File: config.mk
export PLATFORM = sky130hd
export DESIGN_NAME = led_blink_brightness_controller
export DESIGN_NICKNAME = d
export VERILOG_FILES = /design/src/lbb_pkg.sv /design/src/lbb_unit.sv /design/src/lbb_seq.sv /design/src/led_blink_brightness_controller.sv
export SDC_FILE = /design/constraint.sdc
export NUM_CORES = 1
export LEC_CHECK = 0
export ABC_AREA = 1
export BUFFER_PORTS_ARGS = -buffer_cell sky130_fd_sc_hd__clkbuf_2
export CAP_MARGIN = 20
export CORE_MARGIN = 2
export CORE_UTILIZATION = 49
export DETAILED_ROUTE_END_ITERATION = 8
export GPL_TIMING_DRIVEN = 0
export PLACE_DENSITY = 0.63
export SYNTH_ARGS = -nofsm -noshare
export SYNTH_HDL_FRONTEND = slang
export SYNTH_SLANG_ARGS = --single-unit
File: constraint.sdc
create_clock -name clk -period 12.3 [get_ports clk]
set_input_delay 0.615 -clock clk [delete_from_list [all_inputs] [get_ports clk]]
set_output_delay 0.615 -clock clk [all_outputs]
set_load 0.02 [all_outputs]
File: src/lbb_pkg.sv
package lbb_pkg;

  // Number of LEDs that are really present, and the number of slots that
  // the result channel always shows.
  localparam int LED_COUNT  = 5;
  localparam int SLOT_COUNT = 5;
  localparam int IDX_W      = (LED_COUNT > 1) ? $clog2(LED_COUNT) : 1;

  localparam logic [6:0]  FULL_LEVEL   = 7'd100;
  localparam logic [7:0]  LEVEL_LIMIT  = 8'd100;
  localparam logic [6:0]  DUTY_SCALE   = 7'd100;
  localparam logic [2:0]  LED_IDX_LIM  = 3'(LED_COUNT);
  localparam logic [4:0]  PWM_MASK_RST = 5'd10;

  localparam logic [6:0] MAX_BRIGHT_RST [SLOT_COUNT] =
    '{7'd100, 7'd80, 7'd100, 7'd90, 7'd100};

  // Configuration register indexes.
  localparam logic [2:0] REG_PWM_MASK  = 3'd0;
  localparam logic [2:0] REG_MAX_FIRST = 3'd1;

  typedef enum logic [1:0] {
    MODE_UPDATE    = 2'd0,
    MODE_SET_STATE = 2'd1,
    MODE_SET_LEVEL = 2'd2,
    MODE_QUERY     = 2'd3
  } mode_t;

  typedef enum logic [1:0] {
    ST_IDLE   = 2'd0,
    ST_SWEEP  = 2'd1,
    ST_FINISH = 2'd2
  } seq_state_t;

  typedef struct packed {
    mode_t       mode;
    logic [31:0] now_tick;
    logic [2:0]  led_index;
    logic        switch_on;
    logic [15:0] period;
    logic [7:0]  level;
  } item_t;

  typedef struct packed {
    logic        on;
    logic        blink;
    logic        phase;
    logic [6:0]  level;
    logic [15:0] period;
    logic [31:0] stamp;
  } led_state_t;

  typedef struct packed {
    logic             busy;
    logic             step;
    logic             last;
    logic             load;
    logic [IDX_W-1:0] index;
  } seq_ctl_t;

  function automatic logic index_ok(input logic [2:0] idx);
    return idx < LED_IDX_LIM;
  endfunction

  function automatic logic item_accepted(input item_t it);
    logic ok;
    ok = index_ok(it.led_index);
    unique case (it.mode)
      MODE_UPDATE:    return 1'b1;
      MODE_SET_STATE: return ok;
      MODE_SET_LEVEL: return ok && (it.level <= LEVEL_LIMIT);
      MODE_QUERY:     return ok;
      default:        return 1'b0;
    endcase
  endfunction

endpackage

File: src/lbb_unit.sv
module lbb_unit (
  input  lbb_pkg::item_t      item,
  input  lbb_pkg::led_state_t cur,
  input  logic [6:0]          ceiling,
  input  logic                pwm_bit,
  input  logic                hit,
  output lbb_pkg::led_state_t nxt,
  output logic [13:0]         duty
);
  import lbb_pkg::*;

  logic [31:0] elapsed;
  logic        due;
  logic [6:0]  clamped;
  logic [13:0] scaled;

  // Elapsed time wraps modulo 2^32 like the tick itself.
  assign elapsed = item.now_tick - cur.stamp;
  assign due     = cur.blink && (cur.period != 16'd0) &&
                   (elapsed >= {17'd0, cur.period[15:1]});
  assign clamped = ({1'b0, ceiling} < item.level) ? ceiling : item.level[6:0];

  always_comb begin
    nxt = cur;
    unique case (item.mode)
      MODE_UPDATE: begin
        if (due) begin
          nxt.phase = ~cur.phase;
          nxt.on    = ~cur.phase;
          nxt.stamp = item.now_tick;
        end
      end
      MODE_SET_STATE: begin
        if (hit) begin
          if (item.period != 16'd0) begin
            nxt.blink  = 1'b1;
            nxt.period = item.period;
            nxt.stamp  = item.now_tick;
            nxt.phase  = 1'b0;
          end else begin
            nxt.blink  = 1'b0;
            nxt.period = 16'd0;
            nxt.on     = item.switch_on;
          end
        end
      end
      MODE_SET_LEVEL: begin
        if (hit && (item.level <= LEVEL_LIMIT)) begin
          nxt.level = clamped;
        end
      end
      MODE_QUERY: begin
        nxt = cur;
      end
      default: begin
        nxt = cur;
      end
    endcase
  end

  assign scaled = 14'(nxt.level) * 14'(DUTY_SCALE);
  assign duty   = (nxt.on && pwm_bit) ? scaled : 14'd0;

endmodule

File: src/lbb_seq.sv
module lbb_seq (
  input  logic              clk,
  input  logic              rst_n,
  input  logic              in_valid,
  input  logic              out_blocked,
  output lbb_pkg::seq_ctl_t ctl
);
  import lbb_pkg::*;

  seq_state_t       state_r, state_nxt;
  logic [IDX_W-1:0] cnt_r, cnt_nxt;
  logic             last;

  assign last = (cnt_r == IDX_W'(LED_COUNT - 1));

  always_ff @(posedge clk) begin
    if (!rst_n) begin
      state_r <= ST_IDLE;
      cnt_r   <= '0;
    end else begin
      state_r <= state_nxt;
      cnt_r   <= cnt_nxt;
    end
  end

  always_comb begin
    state_nxt = state_r;
    cnt_nxt   = cnt_r;
    unique case (state_r)
      ST_IDLE: begin
        cnt_nxt = '0;
        if (in_valid) state_nxt = ST_SWEEP;
      end
      ST_SWEEP: begin
        if (last) begin
          state_nxt = ST_FINISH;
        end else begin
          cnt_nxt = cnt_r + 1'b1;
        end
      end
      ST_FINISH: begin
        if (!out_blocked) state_nxt = ST_IDLE;
      end
      default: begin
        state_nxt = ST_IDLE;
      end
    endcase
  end

  always_comb begin
    ctl.busy  = (state_r != ST_IDLE);
    ctl.step  = (state_r == ST_SWEEP);
    ctl.last  = (state_r == ST_SWEEP) && last;
    ctl.load  = (state_r == ST_FINISH) && !out_blocked;
    ctl.index = cnt_r;
  end

endmodule

File: src/led_blink_brightness_controller.sv
// An accepted item shows its result once the sweep and the load into the
// output register are done, or later while the previous result is stalled.
// The block takes no new item until that result is loaded; one shared update
// unit visits the LEDs one per cycle.
// Reset (rst_n, synchronous, active low) clears the sequencer and the LED
// state, sets every brightness to 100 and the registers to their defaults.
module led_blink_brightness_controller (
  input  logic        clk,
  input  logic        rst_n,
  // Input channel.
  input  logic        in_valid,
  output logic        in_stall,
  input  logic [1:0]  in_mode,
  input  logic [31:0] in_now_tick,
  input  logic [2:0]  in_led_index,
  input  logic        in_switch_on,
  input  logic [15:0] in_blink_half_source,
  input  logic [7:0]  in_level_request,
  // Result channel.
  output logic        out_valid,
  input  logic        out_stall,
  output logic        out_accepted,
  output logic [4:0]  out_on_bits,
  output logic [13:0] out_duty_led0,
  output logic [13:0] out_duty_led1,
  output logic [13:0] out_duty_led2,
  output logic [13:0] out_duty_led3,
  output logic [13:0] out_duty_led4,
  output logic [6:0]  out_sel_brightness,
  output logic        out_sel_blinking,
  // Configuration write channel.
  input  logic        cfg_valid,
  output logic        cfg_ready,
  input  logic [2:0]  cfg_index,
  input  logic [6:0]  cfg_wdata
);
  import lbb_pkg::*;

  // Configuration registers. Writes are always taken; indexes beyond the
  // register list are dropped.
  logic [4:0] pwm_mask_r;
  logic [6:0] max_bright_r [SLOT_COUNT];

  assign cfg_ready = 1'b1;

  always_ff @(posedge clk) begin
    if (!rst_n) begin
      pwm_mask_r <= PWM_MASK_RST;
      for (int i = 0; i < SLOT_COUNT; i++) begin
        max_bright_r[i] <= MAX_BRIGHT_RST[i];
      end
    end else if (cfg_valid && cfg_ready) begin
      if (cfg_index == REG_PWM_MASK) pwm_mask_r <= cfg_wdata[4:0];
      for (int i = 0; i < SLOT_COUNT; i++) begin
        if (cfg_index == REG_MAX_FIRST + 3'(i)) max_bright_r[i] <= cfg_wdata;
      end
    end
  end

  // Sequencer: idle, then one cycle per LED, then a finish state that moves
  // the finished result into the output register once that register is free.
  seq_ctl_t ctl;
  logic     out_valid_r;
  logic     item_take;

  lbb_seq u_seq (
    .clk         (clk),
    .rst_n       (rst_n),
    .in_valid    (in_valid),
    .out_blocked (out_valid_r && out_stall),
    .ctl         (ctl)
  );

  assign in_stall  = ctl.busy;
  assign item_take = in_valid && !in_stall;

  // The item is held for the whole sweep.
  item_t item_r, item_now;
  logic  accepted_r;

  always_comb begin
    item_now.mode      = mode_t'(in_mode);
    item_now.now_tick  = in_now_tick;
    item_now.led_index = in_led_index;
    item_now.switch_on = in_switch_on;
    item_now.period    = in_blink_half_source;
    item_now.level     = in_level_request;
  end

  always_ff @(posedge clk) begin
    if (item_take) begin
      item_r     <= item_now;
      accepted_r <= item_accepted(item_now);
    end
  end

  // Per-LED state, written only at the LED the sweep is visiting; the on bits of all LEDs are read for the result.
  led_state_t led_r [LED_COUNT];
  led_state_t led_cur, led_nxt;
  logic [13:0] duty_step;
  logic [13:0] duty_w_r [LED_COUNT];
  logic        hit;
  logic        idx_ok;

  assign led_cur = led_r[ctl.index];
  assign idx_ok  = index_ok(item_r.led_index);
  assign hit     = idx_ok && (item_r.led_index == 3'(ctl.index));

  lbb_unit u_unit (
    .item    (item_r),
    .cur     (led_cur),
    .ceiling (max_bright_r[ctl.index]),
    .pwm_bit (pwm_mask_r[ctl.index]),
    .hit     (hit),
    .nxt     (led_nxt),
    .duty    (duty_step)
  );

  always_ff @(posedge clk) begin
    if (!rst_n) begin
      for (int i = 0; i < LED_COUNT; i++) begin
        led_r[i].on     <= 1'b0;
        led_r[i].blink  <= 1'b0;
        led_r[i].phase  <= 1'b0;
        led_r[i].level  <= FULL_LEVEL;
        led_r[i].period <= 16'd0;
        led_r[i].stamp  <= 32'd0;
      end
    end else if (ctl.step) begin
      led_r[ctl.index] <= led_nxt;
    end
  end

  always_ff @(posedge clk) begin
    if (ctl.step) duty_w_r[ctl.index] <= duty_step;
  end

  // The addressed LED's status is caught as the sweep passes it; an invalid
  // index leaves both fields at zero.
  logic [6:0] sel_level_r;
  logic       sel_blink_r;

  always_ff @(posedge clk) begin
    if (item_take) begin
      sel_level_r <= 7'd0;
      sel_blink_r <= 1'b0;
    end else if (ctl.step && hit) begin
      sel_level_r <= led_nxt.level;
      sel_blink_r <= led_nxt.blink;
    end
  end

  // Output register: loaded when the sweep is done and the previous result
  // has been transferred or is being transferred in this cycle.
  logic        out_accepted_r;
  logic [4:0]  out_on_bits_r;
  logic [13:0] out_duty_r [SLOT_COUNT];
  logic [6:0]  out_sel_level_r;
  logic        out_sel_blink_r;
  logic [4:0]  on_now;

  always_comb begin
    on_now = 5'd0;
    for (int i = 0; i < LED_COUNT; i++) begin
      on_now[i] = led_r[i].on;
    end
  end

  always_ff @(posedge clk) begin
    if (!rst_n) begin
      out_valid_r <= 1'b0;
    end else if (ctl.load) begin
      out_valid_r <= 1'b1;
    end else if (out_valid_r && !out_stall) begin
      out_valid_r <= 1'b0;
    end
  end

  always_ff @(posedge clk) begin
    if (ctl.load) begin
      out_accepted_r  <= accepted_r;
      out_on_bits_r   <= on_now;
      out_sel_level_r <= sel_level_r;
      out_sel_blink_r <= sel_blink_r;
      for (int i = 0; i < SLOT_COUNT; i++) begin
        out_duty_r[i] <= (i < LED_COUNT) ? duty_w_r[i] : 14'd0;
      end
    end
  end

  assign out_valid          = out_valid_r;
  assign out_accepted       = out_accepted_r;
  assign out_on_bits        = out_on_bits_r;
  assign out_duty_led0      = out_duty_r[0];
  assign out_duty_led1      = out_duty_r[1];
  assign out_duty_led2      = out_duty_r[2];
  assign out_duty_led3      = out_duty_r[3];
  assign out_duty_led4      = out_duty_r[4];
  assign out_sel_brightness = out_sel_level_r;
  assign out_sel_blinking   = out_sel_blink_r;

endmodule

* Yosys cells after proc, flatten, opt, wreduce, memory -nomap -nowiden
Memories as Yosys holds them, arrays and structs flattened. A register that Yosys moved wholly into a read port is not among the register bits.
Cells that the tools add are included.
** Storage, ports and cells
- Register bits after elaboration :: 91
- Bits in writable memories :: 465
- Input bits :: 77
- Output and inout bits :: 87
- Word-level logic and storage cells :: 151
- Memories :: 4
** Cells by class
- Add/subtract/negate cells :: 2
- Multipliers :: 1
- Order comparisons :: 7
- Equal/unequal tests :: 18
- Muxes and demuxes :: 69
- Bitwise operators :: 6
- Reduce and logical (&&, ||, !) cells :: 28
** Memory list
- led_r :: words 5, width 58, rd ports 6, clocked after Yosys merged registers in 6, wr ports 5, RTL line led_blink_brightness_controller.sv:98 : led_state_t led_r [LED_COUNT];
- duty_w_r :: words 5, width 14, rd ports 5, clocked after Yosys merged registers in 0, wr ports 1, RTL line led_blink_brightness_controller.sv:101 : logic [13:0] duty_w_r [LED_COUNT];
- out_duty_r :: words 5, width 14, rd ports 5, clocked after Yosys merged registers in 0, wr ports 5, RTL line led_blink_brightness_controller.sv:157 : logic [13:0] out_duty_r [SLOT_COUNT];
- max_bright_r :: words 5, width 7, rd ports 1, clocked after Yosys merged registers in 1, wr ports 5, RTL line led_blink_brightness_controller.sv:42 : logic [6:0] max_bright_r [SLOT_COUNT];
** Operators by type and width (count)
- $mux 32 :: 2
- $pmux 32 s2 :: 1
- $mux 58 :: 1
- $reduce_or 58->1 :: 1
- $mux 7 :: 8
- $mux 48 :: 1
- $mux 1 :: 37
- $ge 32x15->1 :: 1
- $mux 16 :: 2
- $reduce_bool 16->1 :: 2
- $sub 32x32->32 :: 1
- $mux 3 :: 7
- $le 8x7->1 const B :: 2
- $mux 14 :: 1
- $mul 7x5->12 const B :: 1
- $logic_and 1x1->1 :: 11
- $eq 3x3->1 const B :: 3
- $eq 2x2->1 const B :: 4
- $lt 7x8->1 :: 1
- $eq 2x1->1 const B :: 3
- $eq 3x2->1 const B :: 2
- $logic_not 2->1 :: 3
- $lt 3x3->1 const B :: 2
- $mux 2 :: 3
- 19 further kinds :: 31

* Longest topological paths before layout
Gate-level depths: netlist (run 1).
- Word-level depth :: 7
- Mapped depth :: 39
- Mapped depth without buffers :: 33

* By module
From an unflattened synthesis (run 1), not the netlist that was laid out.
** Second synthesis, totals
- Cell total of the unflattened synthesis :: 3318
- Area, all modules :: 33787.4 µm²
** Modules (own cells, without submodules)
- led_blink_brightness_controller :: instances 1, cells each 2280, area an instance 28289.6 µm², seq. area each 21770.9 µm²
- lbb_unit :: instances 1, cells each 998, area an instance 5228.8 µm², seq. area each 0.0 µm²
- lbb_seq :: instances 1, cells each 40, area an instance 269.0 µm², seq. area each 100.1 µm²

* Worst setup path before layout (run 1)
OpenSTA, ideal clock, no wires.
- Path type :: reg2reg
- Start point :: reg with a tool-made name
- End point :: mem duty_w_r[0][13] (data pin)
- Setup time :: 265 ps
- Arrival time :: 5385 ps
- Required time :: 12035 ps
- Setup slack :: 6650 ps
- Cell stages (with the launch flop) :: 38
- Buffers on the path :: 5
- Period minus slack after synthesis :: 5650 ps
- Cells stage by stage :: dfxtp_1 -> buf_2 -> buf_4 -> buf_4 -> buf_2 -> buf_2 -> nor2_1 -> nor2_1 -> o21ai_0 -> a31oi_1 -> ha_1 -> a21oi_1 -> nor2_1 -> a21oi_1 -> nand2_1 -> nand2_1 -> nand3_1 -> nand2_1 -> [2 not listed] -> ha_1 -> inv_1 -> fa_1 -> inv_1 -> ha_1 -> inv_1 -> nor2_1 -> nor2_1 -> nor2_1 -> nor2_1 -> nor2_1 -> nor2_1 -> nor2_1 -> nor2_1 -> nor2_1 -> nor2_1 -> xor2_1 -> nor2_1
** RTL lines (RTL line)
- end, declared :: led_blink_brightness_controller.sv:101

==> impl_results.md, run 1 <==
* Status: completed
* Max FO, Critical Path at 10
* # port buffers at 152
* Top cell type's share of synthesized area at 62.0%
* Slew margin rel. at 21.5%
* Fin Setup TNS at 0 ns
* Post-Route WL at 98.2 mm
* CTS Hold Bufs at 0
* Final Cycle Share at 66.8%
* Post-DP HPWL at 69.6 mm
* Largest cells by area after synthesis: edfxtp_1 (62%), nor2_1 (7.2%), nand2_1 (5.5%), o21ai_0 (4.8%), inv_1 (4.5%)
* Fmax at 0.122 GHz
* Pwr Total at 6020 uW
* Leak pwr at 0.0153 uW
* Clock buffer depth at 3
* Core area at 0.0683 sq mm
* Initial core utilization at 49.3%
* Max incr delay on CP at 0.71 ns
* VDD IR max at 0.000117 V
* First DRT Iteration DRCs at 2981
* Setup Skew at 0.0262 ns
* Setup CP Type: flip-flop to flip-flop
* Switch share at 27.4%
* Maxcap violations at 0
* Drt drc at 0
* WP data arrival at 8.55 ns
* Clock-pin slew on the worst setup and hold paths at 0.06 ns
* Internal at 4370 uW
* Cell count after synthesis at 3311
* Clock root buffer: clkbuf_16
* Yosys reg bits at 718
* Data required time at the worst endpoint at 12.64 ns
* First-pass DRT Iterations at 8
* Share of layout cells above drive strength 1 at 11.7%
* Die Footprint at 0.0708 sq mm
* Layout area overhead at 14.5%
* Final hold violation count at 0
* RSZ-0062 raised after global routing: false
* Gr ovfl total at 0
* Post-Layout Inst Area at 0.0386 sq mm
* Final critical-path required period at 8.21 ns
* Setup Viol. Count Final at 0
* Hold Crit Class: input pin to flip-flop
* Sequential cell area fraction in the yosys report at 63.3%
* Setup Buffers After CTS at 0
* Worst Setup End Kind: flip-flop
* Netlist cell types at 48
* P_sw at 1650 uW
* # nets final at 3741
* Die X at 266 microns
* Critical Path Start Type: flip-flop
* Num CTS Buffers at 78
* Diode count at 0
* Synthesized area per cell at 10.2 sq um
* WL/cell at 21.7 microns
* Most used cell, CP: nor2_1
* Fin Hold WS at 0.150 ns
* Clock sinks at 718
* Num rows at 96
* Synthesized cell area at 0.0337 sq mm
* Synth Warn # at 0
* Max Slew Vio Count at 0
* Pwr per Cell Area at 156 mW/mm^2
* H-tree Lvls at 3
* Slowest-stage cell, CP: clkbuf_1
* DR vias at 25100
* Share of total power in combinational logic at 16.0%
* Final worst setup slack at 4.09 ns
* Cell Area, Placed at 0.0361 sq mm
* Tot GR Track Use at 27.5%
* Vias in the first global route at 23400
* Post-CTS sizing at 0
* Flop pwr share at 46.5%
* Initial antenna violation count at 0
* Largest net degree at the start of global routing at 64
* Worst slack, placed at 4.33 ns
* Async set or reset register ratio after synthesis at 0%
* RePlAce Congestion at 0.969
* Die H at 266 microns
* Main synth FF type: edfxtp_1
* First-pass GRT wire length at 145 mm
* Synth area leader: edfxtp_1
* Vias/cell at 5.56
* Number of enable flip-flop cells after synthesis at 695
* Antenna-violating nets left at 0
* Clock network power share at 37.6%
* Slew @ Worst Pin at 1.18 ns
* Clock Latency Late Sink at 0.64 ns
* CTS tree: built
* Crit path buf inv count at 8
* Ports at 164
* Delay-heaviest family, CP: buffers and inverters
==> power by group through the flow <==
stage	logic [uW]	clock network, uW	registers [uW]
2_1_floorplan	656	0	2840
4_1_cts	954	2280	2800
5_1_grt	1080	2370	2800
3_5_place_dp	949	0	2850
3_3_place_gp	924	0	2860
6_report	962	2260	2800
==> synth_stat cells (4+ instances only) <==
master    count
edfxtp_1    695
o211ai_2     27
nand4_1      11
o21bai_1      6
nor3_1       21
nand3b_1      9
buf_1        13
xor2_1       21
buf_6         8
a31oi_1      27
nand3_1      74
o22ai_1     123
o21ai_0     323
nor2_1      645
dfxtp_1      23
buf_2        28
buf_4        20
a21oi_1      65
nand2_2      20
nor2_2       10
nand2_1     497
clkbuf_1     91
o21ai_1      14
mux2i_1       4
inv_1       406
inv_2         6
a211oi_1      9
ha_1         82
==> through the flow <==
| step | util [%] | instances |
|---|---|---|
| global route | 56.4 | 4520 |
| CTS | 56.4 | 4520 |
| floorplan | - | 3320 |
| global placement | 52.1 | 4354 |
| finish | 56.4 | 4520 |
| detailed placement | 52.8 | 4381 |
==> layout by cell type (no fill, tap or decap), types with 7 or more instances in the layout <==
cell type / synthesis / layout
edfxtp_1: 695 / 695
nor2_1: 645 / 637
nand2_1: 497 / 494
inv_1: 406 / 404
o21ai_0: 323 / 322
clkbuf_2: 1 / 153
o22ai_1: 123 / 123
clkbuf_1: 91 / 110
ha_1: 82 / 82
clkbuf_16: 0 / 79
nand3_1: 74 / 74
a21oi_1: 65 / 65
buf_2: 28 / 30
a31oi_1: 27 / 27
o211ai_2: 27 / 27
dfxtp_1: 23 / 23
buf_4: 20 / 22
xor2_1: 21 / 21
nor3_1: 21 / 20
nand2_2: 20 / 20
clkinv_1: 3 / 20
nor2_2: 10 / 15
o21ai_1: 14 / 14
buf_6: 8 / 13
buf_1: 13 / 13
nand4_1: 11 / 11
conb_1: 2 / 11
nand3b_1: 9 / 9
a211oi_1: 9 / 9
clkinv_2: 0 / 7
buf_12: 0 / 7
==> metal layers <==
layer / routed length [microns] / global-route usage, % / part of all wire [%] / vias up
met5: 0 / 0 / 0 / -
met4: 3540 / 10.4 / 3.6 / 0
met3: 9040 / 4.99 / 9.2 / 214
met2: 44300 / 43.0 / 45 / 1207
met1: 41300 / 38.5 / 42 / 12000
li1: - / - / - / 11700
==> state kept, by name, summed over array words and instances, names as in the netlist, named ones only <==
signal and count:
accepted_r 1, duty_w_r 60, item_r 62, led_r 464, max_bright_r 35, out_accepted 1, out_duty_r 60, out_on_bits 5
out_sel_blinking 1, out_sel_brightness 7, out_valid 1, pwm_mask_r 5, sel_blink_r 1, sel_level_r 7, u_seq.cnt_r 3, u_seq.state_r 2
==> worst register-to-register path: cells and delay by family, from the launching register on <==
| family | cells | cell delay [ns] |
|---|---|---|
| buffers and inverters | 8 | 2.59 |
| and+or+nand+nor | 17 | 2.06 |
| adders and majority gates | 5 | 1.67 |
| AOI/OAI and AO/OA | 3 | 0.95 |
| DFF | 1 | 0.35 |
| xor gates and xnor gates | 1 | 0.29 |
==> final cells by class <==
cell class | count | area (sq um)
Buffer | 162 | 791
Clock buffer | 100 | 2080
Clock inverter | 39 | 372
Fill cell | 5921 | 29800
Inverter | 415 | 1560
Multi-Input combinational cell | 2025 | 10100
Sequential cell | 718 | 21300
Tap cell | 882 | 1100
Timing Repair Buffer | 179 | 1220
==> logic make-up after synthesis <==
group           after synthesis  share of synthesized area (%)
other cells                   2                         0.0223
simple gates               1296                           15.3
fa+ha+maj                    85                           3.22
compound gates              606                           10.4
flops                       718                           63.3
buf+inv                     577                           6.97
xor+xnor                     23                          0.598
mux                           4                          0.119
==> final timing paths <==
kind                                      start                 to  slack (ns)  depth (start not counted)
worst max register to register        flip-flop    duty_w_r[2][13]        4.09                         34
worst min-delay path            in_now_tick[16]         item_r[44]        0.15                          1
worst min register to register  duty_w_r[2][13]  out_duty_r[0][41]        0.40                          0
worst max-delay path                  flip-flop    duty_w_r[2][13]        4.09                         34
Note: power is estimated with default switching activity, not from simulation.
==> inputs of run 2 (changes only) <==
PLACE_DENSITY = 0.66   (was 0.63)
clock period = 7.4 ns   (was 12.3 ns; I/O delays follow)
==> run 2 against run 1 <==
  * Utilization grew 0.89 points
  * Clock skew shrank 0.0043 ns
  * Global-route usage down 0.099 points
  * Hold slack worse by 0.098 ns
  * Routed wire length fell by 0.98%
  * Worst setup slack worse by 3.6 ns
  * Sequential power up 66%
  * Die area unchanged
  * Sequential cell count unchanged
  * First-iteration DRC count fell by 2.5%
  * Combinational power rose by 68%
  * Largest cell class unchanged
  * Largest power group unchanged
==> impl_results.md, run 2 (synthesis gave the netlist of run 1 again) <==
* Multi-input logic area at 0.0102 sq mm (+0.53%)
* Biggest regs: led_r x464, item_r x62
* # port buffers at 152 (unchanged)
* CTS tree: built
* Slew @ Worst Pin at 1.10 ns (-0.0738 ns)
* Setup CP Type: flip-flop to flip-flop
* VDD IR max at 0.000209 V (+79%)
* Pwr per Cell Area at 252 mW/mm^2 (+62%)
* Layout area overhead at 16.3%
* # fillers at 5719 (-3.4%)
* Die Footprint at 0.0708 sq mm (unchanged)
* Maxcap violations at 0 (unchanged)
* Cells on worst reg2reg path at 34 (unchanged)
* Hold wc startpoint: cfg_wdata[0]
* Flop pwr share at 47.0% (+0.5 points)
* P_sw at 2750 uW (+67%)
* Max incr delay on CP at 0.63 ns (-0.08 ns)
* Commonest non-fill, non-tap cells in the layout: edfxtp_1 (695), nor2_1 (638), nand2_1 (492), inv_1 (404), o21ai_0 (322)
* H-tree Lvls at 3 (unchanged)
* Commonest non-fill, non-tap cell in the layout: edfxtp_1
* Switch share at 27.9% (+0.43 points)
* Share of total power in combinational logic at 16.4% (+0.4 points)
* Hold Crit Class: input pin to flip-flop
* Final cell utilization of the core at 57.3% (+0.89 points)
* Max FO, Critical Path at 10 (unchanged)
* Status: completed
* Num rows at 96 (unchanged)
* Vias in the first global route at 24000 (+2.4%)
* Clock Latency Late Sink at 0.65 ns (about the same)
* WP data arrival at 7.32 ns (-1.23 ns)
* Die H at 266 microns (unchanged)
* Post-Route WL at 97.2 mm (-0.98%)
* Diode count at 0 (unchanged)
* Top reg by flops: led_r
* Setup Buffers After CTS at 0 (unchanged)
* Gr ovfl total at 0 (unchanged)
* Register area at 0.0213 sq mm (unchanged)
* Terminus of the critical flop-to-flop path: led_r[6][21]
* First-pass DRT Iterations at 6 (-2)
* Largest net degree at the start of global routing at 64 (unchanged)
* Internal at 7130 uW (+63%)
* Final Non-Filler Cells at 4576 (+1.2%)
* Vias/cell at 5.56 (about the same)
* Final hold violation count at 0 (unchanged)
* Setup Skew at 0.0219 ns (-0.00428 ns)
* Placed cell count at 4383 (+0.046%)
* Setup Viol. Count Final at 0 (unchanged)
* RePlAce Congestion at 0.913 (-5.8%)
* Num CTS Buffers at 74 (-5.1%)
* Antenna-violating nets left at 0 (unchanged)
* Fin Setup TNS at 0 ns (unchanged)
* Share of layout cells above drive strength 1 at 11.9% (+0.20 points)
* Hold path cells at 3 (+2)
* Initial antenna violation count at 0 (unchanged)
* Worst Setup End Kind: flip-flop
* Final Cycle Share at 94.0% (+27 points)
* Initial core utilization at 49.3% (unchanged)
* WL/cell at 21.2 microns (-2.2%)
* Post-DP HPWL at 67.9 mm (-2.5%)
* DR vias at 25500 (+1.3%)
* Final critical-path required period at 6.95 ns (-1.26 ns)
* Clock sinks at 718 (unchanged)
* First-pass GRT wire length at 145 mm (about the same)
* Pwr Total at 9890 uW (+64%)
* Critical Path Start Type: flip-flop
* Ports at 164 (unchanged)
* Clock network power share at 36.6% (-1.0 points)
* Worst Hold End: pwm_mask_r[0]
* Most used cell, CP: nand2_1
* Max FFs per register at 464 (unchanged)
* Die X at 266 microns (unchanged)
* Tot GR Track Use at 27.4% (-0.099 points)
* Drt drc at 0 (unchanged)
* Data required time at the worst endpoint at 7.76 ns (-4.88 ns)
* Clock root buffer: clkbuf_16
* Fmax at 0.144 GHz (+18%)
* Slew margin rel. at 26.4% (+4.9 points)
* First DRT Iteration DRCs at 2906 (-2.5%)
* Leak pwr at 0.0156 uW (+1.6%)
* Clock buffer depth at 3 (unchanged)
* Max Slew Vio Count at 0 (unchanged)
* # nets final at 3799 (+1.6%)
* Slowest-stage cell, CP: o21ai_0
* R2R setup slack at 0.45 ns (-3.64 ns)
* Clock-pin slew on the worst setup and hold paths at 0.06 ns (about the same)
* Core area at 0.0683 sq mm (unchanged)
run 2: what timing repair did:
item / 4_1_cts / 5_1_grt
gates resized for setup: 3 / 19
endpoints found under the setup margin: 20 / 226
endpoints found under the hold margin: 62 / 0
hold buffers: 62 / 0
run 2: power groups by stage:
stage	Clock [uW]	Combinational (uW)	Sequential, uW
2_1_floorplan	0	1090	4720
3_3_place_gp	0	1520	4750
3_5_place_dp	0	1560	4730
4_1_cts	3630	1600	4650
5_1_grt	3790	1810	4660
6_report	3620	1620	4650
run 2: area by class of cell:
class	count	share of cell area [%]
buffer	160	2.03
timing repair buffer	243	4.86
sequential	718	54.4
multi-input combinational	2025	25.9
tap	882	2.82
clock inverter	41	1.02
clock buffer	92	4.90
inverter	415	3.99
run 2: metal layers:
layer,wire length [microns],global-route usage [%]
met1,39000,36.9
met2,45800,45.0
met3,8680,4.03
met4,3750,11.0
met5,0,0
run 2: worst max path at each step:
stage / startpoint / end / slack, ns / cells after the start
after floorplan: flip-flop / duty_w_r[0][13] / 1.75 / 37
after global placement: rst_n / led_r[5][22] / -2.25 / 4
after detailed placement: flip-flop / duty_w_r[0][13] / -0.64 / 34
after CTS: flip-flop / duty_w_r[3][13] / 0.01 / 37
after global routing: flip-flop / duty_w_r[0][13] / -0.0008 / 37
final: flip-flop / led_r[6][21] / 0.45 / 34
run 2: critical path: cells and delay by family, from the launching register on:
family	cells	cell delay, ns
buffers and inverters	9	2.01
AND/OR/NAND/NOR	17	1.86
AO/OA/AOI/OAI	5	1.42
XOR/XNOR	1	0.16
flip-flops	1	0.53
adder cells (fa/ha/maj)	2	0.64
run 2: per-stage QoR:
stage	instance area [sq um]	hold slack, ns	setup WS [ns]
floorplan	33700	0.400	1.75
finish	39200	0.0512	0.446
global route	39200	0.0789	-0.000829
detailed placement	36200	0.405	-0.644
CTS	39100	0.0397	0.0137
global placement	35600	0.401	-2.25
